===== src/rtl/rfp_pkg.sv =====
`timescale 1ns / 1ps
// ----------------------------------------------------------------------------
// rfp_pkg: shared types and constants of the record frame parser
// Frame phases, result event codes, header byte positions and the
// result bundle handed from the parser to the output register.
// ----------------------------------------------------------------------------
package rfp_pkg;

  // Parse phase; the unused fourth code acts as the frame header phase.
  typedef enum logic [1:0] {
    PH_HEADER  = 2'd0,
    PH_RECHEAD = 2'd1,
    PH_PAYLOAD = 2'd2
  } phase_e;

  typedef enum logic [1:0] {
    EV_ELEMENT      = 2'd0,
    EV_FRAME_END    = 2'd1,
    EV_HDR_MISMATCH = 2'd2,
    EV_BAD_SIZE     = 2'd3
  } event_e;

  // Byte positions within the 5-byte frame header (last byte is the default)
  localparam logic [2:0] HDR_SYNC_LO = 3'd0;
  localparam logic [2:0] HDR_SYNC_HI = 3'd1;
  localparam logic [2:0] HDR_BUF_ID  = 3'd2;
  localparam logic [2:0] HDR_CNT_LO  = 3'd3;

  // Byte positions within the 3-byte record header
  localparam logic [2:0] REC_ID   = 3'd0;
  localparam logic [2:0] REC_SIZE = 3'd1;

  // Legal element sizes in bytes
  localparam logic [7:0] ELEM_SIZE_1 = 8'd1;
  localparam logic [7:0] ELEM_SIZE_2 = 8'd2;
  localparam logic [7:0] ELEM_SIZE_4 = 8'd4;

  typedef struct packed {
    event_e      ev;
    logic [7:0]  record_id;
    logic [7:0]  element_index;
    logic [31:0] element_value;
    logic [2:0]  element_size;
    logic        last_in_record;
    logic        last_in_frame;
  } result_t;

endpackage


===== src/rtl/rfp_parser.sv =====
`timescale 1ns / 1ps
// ----------------------------------------------------------------------------
// rfp_parser: frame parse state and per-byte step
// Holds the frame/record state and works out, for the byte being
// transferred, the next state and the (at most one) result it causes.
// ----------------------------------------------------------------------------
module rfp_parser (
  input  logic             clk_i,
  input  logic             rst_ni,
  input  logic             step_i,
  input  logic [7:0]       rx_byte_i,
  input  logic [15:0]      sync_word_i,
  output logic             res_valid_o,
  output rfp_pkg::result_t res_o
);

  rfp_pkg::phase_e phase_q, phase_d;
  logic [2:0]  fbc_q, fbc_d;
  logic [7:0]  sync_lo_q, sync_lo_d;
  logic        sync_bad_q, sync_bad_d;
  logic [7:0]  buf_id_q, buf_id_d;
  logic [15:0] rec_left_q, rec_left_d;
  logic [7:0]  rec_id_q, rec_id_d;
  logic [7:0]  elem_size_q, elem_size_d;
  logic [7:0]  elem_count_q, elem_count_d;
  logic [15:0] pay_left_q, pay_left_d;
  logic [1:0]  byte_idx_q, byte_idx_d;
  logic [31:0] acc_q, acc_d;
  logic [7:0]  elem_cnt_q, elem_cnt_d;
  logic        supp_q, supp_d;

  // shared terms
  logic        rec_last;
  logic [15:0] pay_dec;
  logic        pay_done;
  logic [15:0] pay_new;
  logic [31:0] acc_ins;
  logic        elem_done;
  logic        size_ok;
  logic [15:0] rec_full;

  assign rec_last  = (rec_left_q <= 16'd1);
  assign pay_dec   = (pay_left_q != 16'd0) ? (pay_left_q - 16'd1) : 16'd0;
  assign pay_done  = (pay_dec == 16'd0);
  assign pay_new   = {8'd0, elem_size_q} * {8'd0, rx_byte_i};
  assign acc_ins   = acc_q | ({24'd0, rx_byte_i} << {byte_idx_q, 3'b000});
  assign elem_done = (({6'd0, byte_idx_q} + 8'd1) >= elem_size_q);
  assign size_ok   = (elem_size_q == rfp_pkg::ELEM_SIZE_1) ||
                     (elem_size_q == rfp_pkg::ELEM_SIZE_2) ||
                     (elem_size_q == rfp_pkg::ELEM_SIZE_4);
  assign rec_full  = {rx_byte_i, rec_left_q[7:0]};

  // next phase
  always_comb begin
    phase_d = phase_q;
    unique case (phase_q)
      rfp_pkg::PH_PAYLOAD: begin
        if (pay_done) begin
          phase_d = rec_last ? rfp_pkg::PH_HEADER : rfp_pkg::PH_RECHEAD;
        end
      end
      rfp_pkg::PH_RECHEAD: begin
        if (fbc_q != rfp_pkg::REC_ID && fbc_q != rfp_pkg::REC_SIZE) begin
          if (pay_new == 16'd0) begin
            phase_d = rec_last ? rfp_pkg::PH_HEADER : rfp_pkg::PH_RECHEAD;
          end else begin
            phase_d = rfp_pkg::PH_PAYLOAD;
          end
        end
      end
      default: begin
        phase_d = rfp_pkg::PH_HEADER;
        if (fbc_q != rfp_pkg::HDR_SYNC_LO && fbc_q != rfp_pkg::HDR_SYNC_HI &&
            fbc_q != rfp_pkg::HDR_BUF_ID && fbc_q != rfp_pkg::HDR_CNT_LO &&
            !sync_bad_q) begin
          phase_d = rfp_pkg::PH_RECHEAD;
        end
      end
    endcase
  end

  // datapath next values and result
  always_comb begin
    fbc_d        = fbc_q;
    sync_lo_d    = sync_lo_q;
    sync_bad_d   = sync_bad_q;
    buf_id_d     = buf_id_q;
    rec_left_d   = rec_left_q;
    rec_id_d     = rec_id_q;
    elem_size_d  = elem_size_q;
    elem_count_d = elem_count_q;
    pay_left_d   = pay_left_q;
    byte_idx_d   = byte_idx_q;
    acc_d        = acc_q;
    elem_cnt_d   = elem_cnt_q;
    supp_d       = supp_q;
    res_valid_o  = 1'b0;
    res_o        = '0;
    res_o.ev     = rfp_pkg::EV_ELEMENT;

    unique case (phase_q)
      rfp_pkg::PH_PAYLOAD: begin
        if (!supp_q) begin
          if (elem_done) begin
            res_valid_o          = 1'b1;
            res_o.ev             = rfp_pkg::EV_ELEMENT;
            res_o.record_id      = rec_id_q;
            res_o.element_index  = elem_cnt_q;
            res_o.element_value  = acc_ins;
            res_o.element_size   = elem_size_q[2:0];
            res_o.last_in_record = (({1'b0, elem_cnt_q} + 9'd1) == {1'b0, elem_count_q});
            res_o.last_in_frame  = (pay_left_q <= 16'd1) && rec_last;
            elem_cnt_d           = elem_cnt_q + 8'd1;
            byte_idx_d           = 2'd0;
            acc_d                = '0;
          end else begin
            byte_idx_d = byte_idx_q + 2'd1;
            acc_d      = acc_ins;
          end
        end
        pay_left_d = pay_dec;
        if (pay_done) begin
          fbc_d = '0;
          if (rec_last) begin
            rec_left_d = '0;
            if (!res_valid_o) begin
              res_valid_o         = 1'b1;
              res_o               = '0;
              res_o.ev            = rfp_pkg::EV_FRAME_END;
              res_o.last_in_frame = 1'b1;
            end
          end else begin
            rec_left_d = rec_left_q - 16'd1;
          end
        end
      end

      rfp_pkg::PH_RECHEAD: begin
        if (fbc_q == rfp_pkg::REC_ID) begin
          rec_id_d = rx_byte_i;
          fbc_d    = rfp_pkg::REC_SIZE;
        end else if (fbc_q == rfp_pkg::REC_SIZE) begin
          elem_size_d = rx_byte_i;
          fbc_d       = 3'd2;
        end else begin
          elem_count_d = rx_byte_i;
          fbc_d        = '0;
          pay_left_d   = pay_new;
          elem_cnt_d   = '0;
          byte_idx_d   = '0;
          acc_d        = '0;
          if (!supp_q && rx_byte_i != 8'd0 && !size_ok) begin
            res_valid_o     = 1'b1;
            res_o.ev        = rfp_pkg::EV_BAD_SIZE;
            res_o.record_id = rec_id_q;
            supp_d          = 1'b1;
          end
          if (pay_new == 16'd0) begin
            if (rec_last) begin
              rec_left_d = '0;
              if (res_valid_o) begin
                res_o.last_in_frame = 1'b1;
              end else begin
                res_valid_o         = 1'b1;
                res_o.ev            = rfp_pkg::EV_FRAME_END;
                res_o.last_in_frame = 1'b1;
              end
            end else begin
              rec_left_d = rec_left_q - 16'd1;
            end
          end
        end
      end

      default: begin
        priority case (fbc_q)
          rfp_pkg::HDR_SYNC_LO: begin
            sync_lo_d = rx_byte_i;
            fbc_d     = rfp_pkg::HDR_SYNC_HI;
          end
          rfp_pkg::HDR_SYNC_HI: begin
            sync_bad_d = ({rx_byte_i, sync_lo_q} != sync_word_i);
            fbc_d      = rfp_pkg::HDR_BUF_ID;
          end
          rfp_pkg::HDR_BUF_ID: begin
            buf_id_d = rx_byte_i;
            fbc_d    = rfp_pkg::HDR_CNT_LO;
          end
          rfp_pkg::HDR_CNT_LO: begin
            rec_left_d = {8'd0, rx_byte_i};
            fbc_d      = 3'd4;
          end
          default: begin
            fbc_d = '0;
            if (sync_bad_q) begin
              rec_left_d          = '0;
              res_valid_o         = 1'b1;
              res_o.ev            = rfp_pkg::EV_HDR_MISMATCH;
              res_o.last_in_frame = 1'b1;
            end else begin
              // a record count of zero means one record
              rec_left_d = (rec_full == 16'd0) ? 16'd1 : rec_full;
              supp_d     = (buf_id_q != 8'd0);
            end
          end
        endcase
      end
    endcase
  end

  always_ff @(posedge clk_i or negedge rst_ni) begin
    if (!rst_ni) begin
      phase_q      <= rfp_pkg::PH_HEADER;
      fbc_q        <= '0;
      sync_lo_q    <= '0;
      sync_bad_q   <= 1'b0;
      buf_id_q     <= '0;
      rec_left_q   <= '0;
      rec_id_q     <= '0;
      elem_size_q  <= '0;
      elem_count_q <= '0;
      pay_left_q   <= '0;
      byte_idx_q   <= '0;
      acc_q        <= '0;
      elem_cnt_q   <= '0;
      supp_q       <= 1'b0;
    end else if (step_i) begin
      phase_q      <= phase_d;
      fbc_q        <= fbc_d;
      sync_lo_q    <= sync_lo_d;
      sync_bad_q   <= sync_bad_d;
      buf_id_q     <= buf_id_d;
      rec_left_q   <= rec_left_d;
      rec_id_q     <= rec_id_d;
      elem_size_q  <= elem_size_d;
      elem_count_q <= elem_count_d;
      pay_left_q   <= pay_left_d;
      byte_idx_q   <= byte_idx_d;
      acc_q        <= acc_d;
      elem_cnt_q   <= elem_cnt_d;
      supp_q       <= supp_d;
    end
  end

endmodule


===== src/rtl/record_frame_parser_core.sv =====
`timescale 1ns / 1ps
// ----------------------------------------------------------------------------
// record_frame_parser_core: byte-serial record frame parser
// Checks each frame's sync word, walks its record headers and emits the
// little-endian elements of 1, 2 or 4 bytes with record id and index,
// plus frame-end, header-mismatch and bad-size events.
// ----------------------------------------------------------------------------
//
//  Channel  | Ports                               | Transfer when
//  ---------+-------------------------------------+---------------------------
//  in       | in_valid_i, in_ready_o, rx_byte_i   | in_valid_i & in_ready_o
//  out      | out_valid_o, out_ready_i, fields    | out_valid_o & out_ready_i
//  cfg      | cfg_we_i, cfg_wdata_i (sync word)   | cfg_we_i
//
//  One byte per cycle while in_ready_o is high: each byte's state update and
//  element shift fit in the cycle it is transferred in; its result appears
//  in the output register on the next cycle.
//  A new byte is taken while the output register is empty or being
//  drained the same cycle; only a stalled full output holds off input.
//  Reset clears all parse state to the frame header phase, the sync word
//  register to zero and the output register to empty.
//
module record_frame_parser_core (
  input  logic        clk_i,
  input  logic        rst_ni,
  // byte input
  input  logic        in_valid_i,
  output logic        in_ready_o,
  input  logic [7:0]  rx_byte_i,
  // sync word register
  input  logic        cfg_we_i,
  input  logic [15:0] cfg_wdata_i,
  // results
  output logic        out_valid_o,
  input  logic        out_ready_i,
  output logic [1:0]  event_res_o,
  output logic [7:0]  record_id_o,
  output logic [7:0]  element_index_o,
  output logic [31:0] element_value_o,
  output logic [2:0]  element_size_o,
  output logic        last_in_record_o,
  output logic        last_in_frame_o
);

  logic [15:0]      sync_word_q;
  logic             in_fire;
  logic             res_valid;
  rfp_pkg::result_t res;
  logic             out_valid_q;
  rfp_pkg::result_t out_q;

  // input stalls only behind a result that is not being taken
  assign in_ready_o = !out_valid_q || out_ready_i;
  assign in_fire    = in_valid_i && in_ready_o;

  always_ff @(posedge clk_i or negedge rst_ni) begin
    if (!rst_ni) begin
      sync_word_q <= '0;
    end else if (cfg_we_i) begin
      sync_word_q <= cfg_wdata_i;
    end
  end

  rfp_parser u_parser (
    .clk_i       (clk_i),
    .rst_ni      (rst_ni),
    .step_i      (in_fire),
    .rx_byte_i   (rx_byte_i),
    .sync_word_i (sync_word_q),
    .res_valid_o (res_valid),
    .res_o       (res)
  );

  // result register: loaded on every input transfer, emptied when drained
  always_ff @(posedge clk_i or negedge rst_ni) begin
    if (!rst_ni) begin
      out_valid_q <= 1'b0;
    end else if (in_fire) begin
      out_valid_q <= res_valid;
    end else if (out_ready_i) begin
      out_valid_q <= 1'b0;
    end
  end

  // payload needs no reset
  always_ff @(posedge clk_i) begin
    if (in_fire && res_valid) begin
      out_q <= res;
    end
  end

  assign out_valid_o      = out_valid_q;
  assign event_res_o      = out_q.ev;
  assign record_id_o      = out_q.record_id;
  assign element_index_o  = out_q.element_index;
  assign element_value_o  = out_q.element_value;
  assign element_size_o   = out_q.element_size;
  assign last_in_record_o = out_q.last_in_record;
  assign last_in_frame_o  = out_q.last_in_frame;

endmodule

===== config.mk =====
export PLATFORM = sky130hd
export DESIGN_NAME = record_frame_parser_core
export DESIGN_NICKNAME = d
export VERILOG_FILES = /design/src/rtl/rfp_pkg.sv /design/src/rtl/rfp_parser.sv /design/src/rtl/record_frame_parser_core.sv
export SDC_FILE = /design/constraint.sdc
export NUM_CORES = 1
export LEC_CHECK = 0
export ABC_AREA = 1
export BUFFER_PORTS_ARGS = -buffer_cell sky130_fd_sc_hd__buf_2
export CORE_MARGIN = 2
export CORE_UTILIZATION = 50
export CTS_CLUSTER_DIAMETER = 40
export CTS_CLUSTER_SIZE = 40
export DETAILED_ROUTE_END_ITERATION = 10
export GPL_ROUTABILITY_DRIVEN = 0
export MAX_ROUTING_LAYER = met4
export PLACE_DENSITY = 0.71
export SYNTH_ARGS = -nofsm -noshare
export SYNTH_HDL_FRONTEND = slang
export SYNTH_SLANG_ARGS = --single-unit

===== constraint.sdc =====
create_clock -name clk_i -period 5.4 [get_ports clk_i]
set_clock_uncertainty 0.15 [all_clocks]
set_input_delay 0.27 -clock clk_i [delete_from_list [all_inputs] [get_ports clk_i]]
set_output_delay 0.27 -clock clk_i [all_outputs]
set_load 0.01 [all_outputs]

==> flow_summary.yaml, run 1 <==
hold_path:
  hold-path-endpoint: "u_parser.sync_lo_q[4]"
  hold_path_depth: 3
  hp-class: "primary input to register"
  hold_start: "rx_byte_i[4]"
synth:
  yosys.cell_count.top_type: "nand2_1"
  synthXorXnorAreaFrac_pct: 2.68
  yosys_warnings: 0
  synth_top_family_by_area: "simple AND/OR/NAND/NOR gates"
  synthTopCellsByCount: "nand2_1, inv_1, nor2_1"
  synthCells: 1396
  synthMuxAreaShare_pct: 0.863
  syn_area_per_cell_sq_um: 8.42
  ys_seq_elements: 193
  synth_top_area_share_pct: 29.4
  yosys.area.top_type: "dfrtp_1"
  synth_edf_count: 55
  synth_compound_area_share_pct: 11.9
  syn-num-nets: 1508
  synth-main-ff-cell: "dfrtp_1"
  syn-cell-area_sq_um: 11700
  synth-adder-area-share_pct: 11.1
  ys_async_sr_fraction_pct: 71.5
  yosysSeqAreaShare_pct: 43.5
  ys_types: 44
  synthTopCellsByArea: "dfrtp_1, edfxtp_1, nand2_1"
  synth-simple-area-share_pct: 21.1
clocking:
  cts_buffers: 17
  cts_tree: "built"
  clock-sinks: 193
  clk_pin_slew_ns: 0.08
  htree_levels: 4
  clock_latency_ns: 0.44
  clk_path_buf_depth: 2
  clk_root_buffer_cell: "clkbuf_16"
place:
  place_hpwl_um: 19800
  dpl.cell_count: 1756
  port_buffers: 85
worst_setup_path:
  reg2reg_from: "u_parser.elem_size_q[5]"
  worstSetupStartpointType: "register"
  critPathKind: "register to register"
  rr_worst_depth: 24
  cp_data_required_time_ns: 5.40
  worst_ep_arrival_time_ns: 5.13
  cp_max_fo: 10
  cp-end-kind: "register"
  r2r-end: "record_id_o[6]"
  rrSetupSlack_ns: 0.28
power:
  p_int_mw: 3.14
  p_per_area_nw_per_um2: 368
  combPwrFrac_pct: 34.0
  pwr-share-clk_pct: 27.8
  p_sw_mw: 1.87
  p_sw_share_pct: 37.3
  ir_drop_mv: 0.204
  power.leakage_nw: 6.82
  seq_power_share_pct: 38.2
drt:
  wire_per_inst_um: 16.0
  vias: 9853
  drtAntennaViolNets: 0
  wirelength_um: 29300
  via_per_inst: 5.40
  firstDrtPassIters: 5
  drc: 0
  dr.first_iter.drc_count: 846
finish:
  instances_no_fill: 1826
  nets: 1606
  syn_to_final_growth_pct: 15.6
  final_layout_size_suffix_gt1_share_pct: 13.4
  final_util_pct: 58.4
  n_antenna_cell: 0
die:
  rows: 56
  core-area_sq_um: 23300
  die_w_um: 157
  die-height_um: 157
  start_util_pct: 50.5
  io_pins: 86
  dieArea_sq_um: 24700
global_routing:
  grt_max_degree: 84
  antenna_found_initial: 0
  grt_pass1_vias: 9501
  grt_usage_pct: 24.8
  grt_overflow_total: 0
  grt_pass1_wl_um: 47300
sta:
  post-route-period-util_pct: 94.8
  min_period_ns: 5.12
  fmax_ghz: 0.195
  slew_headroom_pct: 30.9
  final_max_slew_viol_count: 0
  hold-worst-slack_ns: 0.0524
  tightest_slew_ns: 1.03
  tns_ns: 0
  finalHoldViolations: 0
  setup_violations: 0
flow_run:
  drv_cap: 0
status:
  outcome: "finished, final reports clean"
## power by group through the flow
stage	Sequential, mW	Clock, mW	Combinational (mW)
after floorplan	1.86	0	1.29
after global placement	1.93	0	1.55
after detailed placement	1.94	0	1.60
after CTS	1.91	1.41	1.61
after global routing	1.94	1.46	1.97
final	1.91	1.39	1.70
## stage by stage
stage	setup slack (ns)	power, mW	area (sq um)
floorplan	0.0115	3.15	11800
global placement	0.333	3.48	12500
detailed placement	0.254	3.53	12500
CTS	0.233	4.93	13300
global route	-0.0621	5.38	13600
finish	0.279	5.01	13600
## worst max-delay path, cell delays in order (launching register included)
cell,delay (ns)
dfrtp_2,0.48
buf_4,0.15
nand2_1,0.08
fa_1,0.45
fa_1,0.56
fa_1,0.43
fa_1,0.49
inv_1,0.07
ha_4,0.24
nand2_1,0.10
inv_1,0.05
a21oi_1,0.22
nand2_2,0.09
nand2_1,0.07
nand2_1,0.07
xor2_2,0.17
nor2_1,0.12
nand3_1,0.12
nand3_1,0.10
nand2_1,0.05
nand2_1,0.07
nand2_2,0.07
clkinvlp_4,0.11
buf_12,0.16
buf_12,0.16
## cells in the final DEF, fill, tap and decap left out, types with 43 or more instances in the layout
cell type | netlist | routed
dfrtp_1 | 138 | 132
a21oi_1 | 73 | 73
o21ai_0 | 68 | 68
nand2_1 | 274 | 272
nor2_1 | 155 | 154
edfxtp_1 | 55 | 55
inv_1 | 202 | 201
ha_1 | 47 | 43
buf_2 | 2 | 84
nand3_1 | 61 | 61
## repair_timing
action	4_1_cts	5_1_grt
resized for setup	0	18
hold buffers	18	0
endpoints found under the hold margin	99	0
endpoints found under the setup margin	0	70
buffers inserted	0	15
## cell families after synthesis
family                     Yosys count
buffers and inverters              270
adders and majority gates           83
and+or+nand+nor                    577
xor gates and xnor gates            36
DFF                                193
muxes                                9
AOI/OAI and AO/OA                  228
## state kept, by name (all words and copies together), names as in the netlist
register and count:
event_res_o 2, u_parser.fbc_q 3, u_parser.rec_id_q 8, u_parser.phase_q 2, u_parser.supp_q 1, u_parser.rec_left_q 16, u_parser.sync_lo_q 8, u_parser.pay_left_q 16
u_parser.buf_id_q 8, u_parser.elem_cnt_q 8, u_parser.sync_bad_q 1, last_in_frame_o 1, sync_word_q 16, u_parser.acc_q 32, element_value_o 32, element_index_o 8
u_parser.elem_count_q 8, u_parser.elem_size_q 8, element_size_o 3, record_id_o 8, out_valid_o 1, last_in_record_o 1, u_parser.byte_idx_q 2
## worst max-delay path by stage
stage,startpoint,to,slack (ns),cells past startpoint
after floorplan,u_parser.elem_size_q[6],element_index_o[0],0.01,24
after global placement,u_parser.elem_size_q[6],element_value_o[31],0.33,26
after detailed placement,u_parser.elem_size_q[6],element_value_o[31],0.25,24
after CTS,u_parser.elem_size_q[6],element_size_o[1],0.23,24
after global routing,u_parser.elem_size_q[5],element_size_o[1],-0.06,25
final,u_parser.elem_size_q[5],record_id_o[6],0.28,24
## layout make-up
cell class                      instances  area [sq um]
Fill cell                            2058          9680
Multi-Input combinational cell        933          5660
Sequential cell                       193          5110
Timing Repair Buffer                  137           966
Inverter                              212           800
Clock buffer                           18           429
Tap cell                              319           399
Clock inverter                         14           218
## layer usage
metal  vias to the layer above  track usage, %  wire [um]
li1                       4736               -          -
met1                      4694            32.7      12900
met2                       363            39.3      13800
met3                        60            3.96       1780
met4                         0            8.35        784
met5                         -               -          0
Power figures use the tool's default switching activity.
==> inputs of run 2 (changes only) <==
--- a/config.mk
+++ b/config.mk
@@ -14,7 +14,8 @@
 export DETAILED_ROUTE_END_ITERATION = 10
 export GPL_ROUTABILITY_DRIVEN = 0
 export MAX_ROUTING_LAYER = met4
-export PLACE_DENSITY = 0.71
+export PLACE_DENSITY = 0.69
+export SETUP_SLACK_MARGIN = 0.2
 export SYNTH_ARGS = -nofsm -noshare
 export SYNTH_HDL_FRONTEND = slang
 export SYNTH_SLANG_ARGS = --single-unit
==> run 2 against run 1 <==
- clock-buffer cell count shrank 1
- global-route usage rose by 0.38 points
- register-to-register slack improved by 0.06 ns
- utilization increased by 0.37 points
- worst hold slack got worse by 0.013 ns
- cell count increased by 0.44%
- largest power group unchanged
- sequential power hardly changed
==> flow_summary.yaml, run 2 (synthesis results as in run 1) <==
finish:
  n_antenna_cell: 0
  final_layout_size_suffix_gt1_share_pct: 15.6
  final_util_pct: 58.8
  fillers: 2055
  multi_input_area_sq_um: 5740
  mostFrequentLayoutCell: "nand2_1"
  instances_no_fill: 1834
  final_area_sq_um: 13700
  nets: 1614
  syn_to_final_growth_pct: 16.4
  final_cell_mix: "nand2_1, inv_1, nor2_1, dfrtp_1, buf_2"
  register_area_sq_um: 5110
worst_setup_path:
  path_delay_family: "adder cells"
  worstSetupStartpointType: "register"
  cp-end-kind: "register"
  crit_top_cell: "nand2_1"
  crit_slowest_cell: "fa_1"
  cp_num_cells: 27
  max_stage_delay_ns: 0.57
  rrSetupSlack_ns: 0.33
  crit_buf_inv: 6
  startpoint: "u_parser.elem_size_q[4]"
  worst_ep_arrival_time_ns: 5.07
  critPathKind: "register to register"
  cp_data_required_time_ns: 5.40
  rr_worst_depth: 27
  r2r-end: "event_res_o[0]"
  cp_max_fo: 7
  reg2reg_from: "u_parser.elem_size_q[4]"
sta:
  fin_ws_ns: 0.334
  hold-worst-slack_ns: 0.0395
  slew_headroom_pct: 29.5
  tns_ns: 0
  post-route-period-util_pct: 93.8
  finalHoldViolations: 0
  tightest_slew_ns: 1.05
  min_period_ns: 5.07
  rsz0062_at_grt: "true"
  setup_violations: 0
  fmax_ghz: 0.197
  final_max_slew_viol_count: 0
global_routing:
  antenna_found_initial: 0
  grt_overflow_total: 0
  grt_pass1_wl_um: 47700
  grt_usage_pct: 25.2
  grt_pass1_vias: 9516
  grt_max_degree: 93
power:
  p_sw_mw: 1.98
  p_per_area_nw_per_um2: 372
  total_power_mw: 5.09
  ir_drop_mv: 0.236
  power.leakage_nw: 6.84
  p_int_mw: 3.11
  seq_power_share_pct: 37.6
  p_sw_share_pct: 38.9
  combPwrFrac_pct: 36.2
  pwr-share-clk_pct: 26.2
place:
  place_hpwl_um: 19800
  dpl.cell_count: 1757
  pre_cts_slack_ns: 0.238
  place_area_sq_um: 12500
  port_buffers: 85
drt:
  drc: 0
  firstDrtPassIters: 7
  dr.first_iter.drc_count: 769
  wire_per_inst_um: 16.3
  vias: 9793
  drtAntennaViolNets: 0
  wirelength_um: 29800
  via_per_inst: 5.34
hold_path:
  hold_path_depth: 3
  hp-class: "primary input to register"
  hold-path-endpoint: "u_parser.rec_id_q[7]"
  hold_start: "rx_byte_i[7]"
die:
  rows: 56
  dieArea_sq_um: 24700
  die-height_um: 157
  start_util_pct: 50.5
  die_w_um: 157
  io_pins: 86
  core-area_sq_um: 23300
clocking:
  clk_pin_slew_ns: 0.08
  clock-sinks: 193
  clock_latency_ns: 0.44
  clk_path_buf_depth: 2
  cts_tree: "built"
  htree_levels: 4
  clk_root_buffer_cell: "clkbuf_16"
  cts_buffers: 17
status:
  outcome: "finished, final reports clean"
flow_run:
  drv_cap: 0
## run 2: changes by cell type in the layout (fill, tap and decap cells not counted), sizes merged
cell / previous run / this run
buf: 115 / 126
bufinv: 3 / 1
clkbuf: 22 / 19
clkinv: 15 / 17
clkinvlp: 1 / 2
dlygate4sd3: 18 / 17
## run 2: how the worst max path moves through the flow
stage	end	slack, ns
6_report	event_res_o[0]	0.33
5_1_grt	event_res_o[0]	0.08
4_1_cts	element_value_o[17]	0.21
3_5_place_dp	element_value_o[28]	0.24
3_3_place_gp	element_value_o[25]	0.36
2_1_floorplan	element_index_o[0]	0.13
## run 2: layout make-up
cell class / instances / area share, %
clock buffer: 17 / 3.11
clock inverter: 15 / 1.37
inverter: 212 / 5.85
multi-input combinational: 933 / 42.0
sequential: 193 / 37.4
tap: 319 / 2.92
timing repair buffer: 145 / 7.37
## run 2: power groups by stage
stage	registers [mW]	clock network, mW	logic, mW
floorplan	1.87	0	1.32
global placement	1.93	0	1.59
detailed placement	1.94	0	1.63
CTS	1.91	1.35	1.66
global route	1.95	1.41	2.09
finish	1.91	1.33	1.84
## run 2: worst reg2reg max path, delay by kind of cell, from the launching register on
kind                       cells  cell delay (ns)
adders and majority gates      5             2.41
DFF                            1             0.46
buffers and inverters          6             0.55
and+or+nand+nor               16             1.19
## run 2: per-layer routing
| layer | GRT usage, % | part of all wire, % | vias to the layer above |
|---|---|---|---|
| li1 | - | - | 4752 |
| met1 | 33.6 | 45 | 4667 |
| met2 | 39.3 | 47 | 323 |
| met3 | 4.96 | 6.5 | 51 |
| met4 | 7.53 | 2.2 | 0 |
| met5 | - | 0 | - |
## run 2: timing repair
action,in CTS,in global routing
buffers inserted,0,23
gates resized for setup,3,36
hold buffers,17,0
hold endpoints to repair,107,0
setup endpoints to repair,47,71
cloned,0,5
pin swaps,0,18
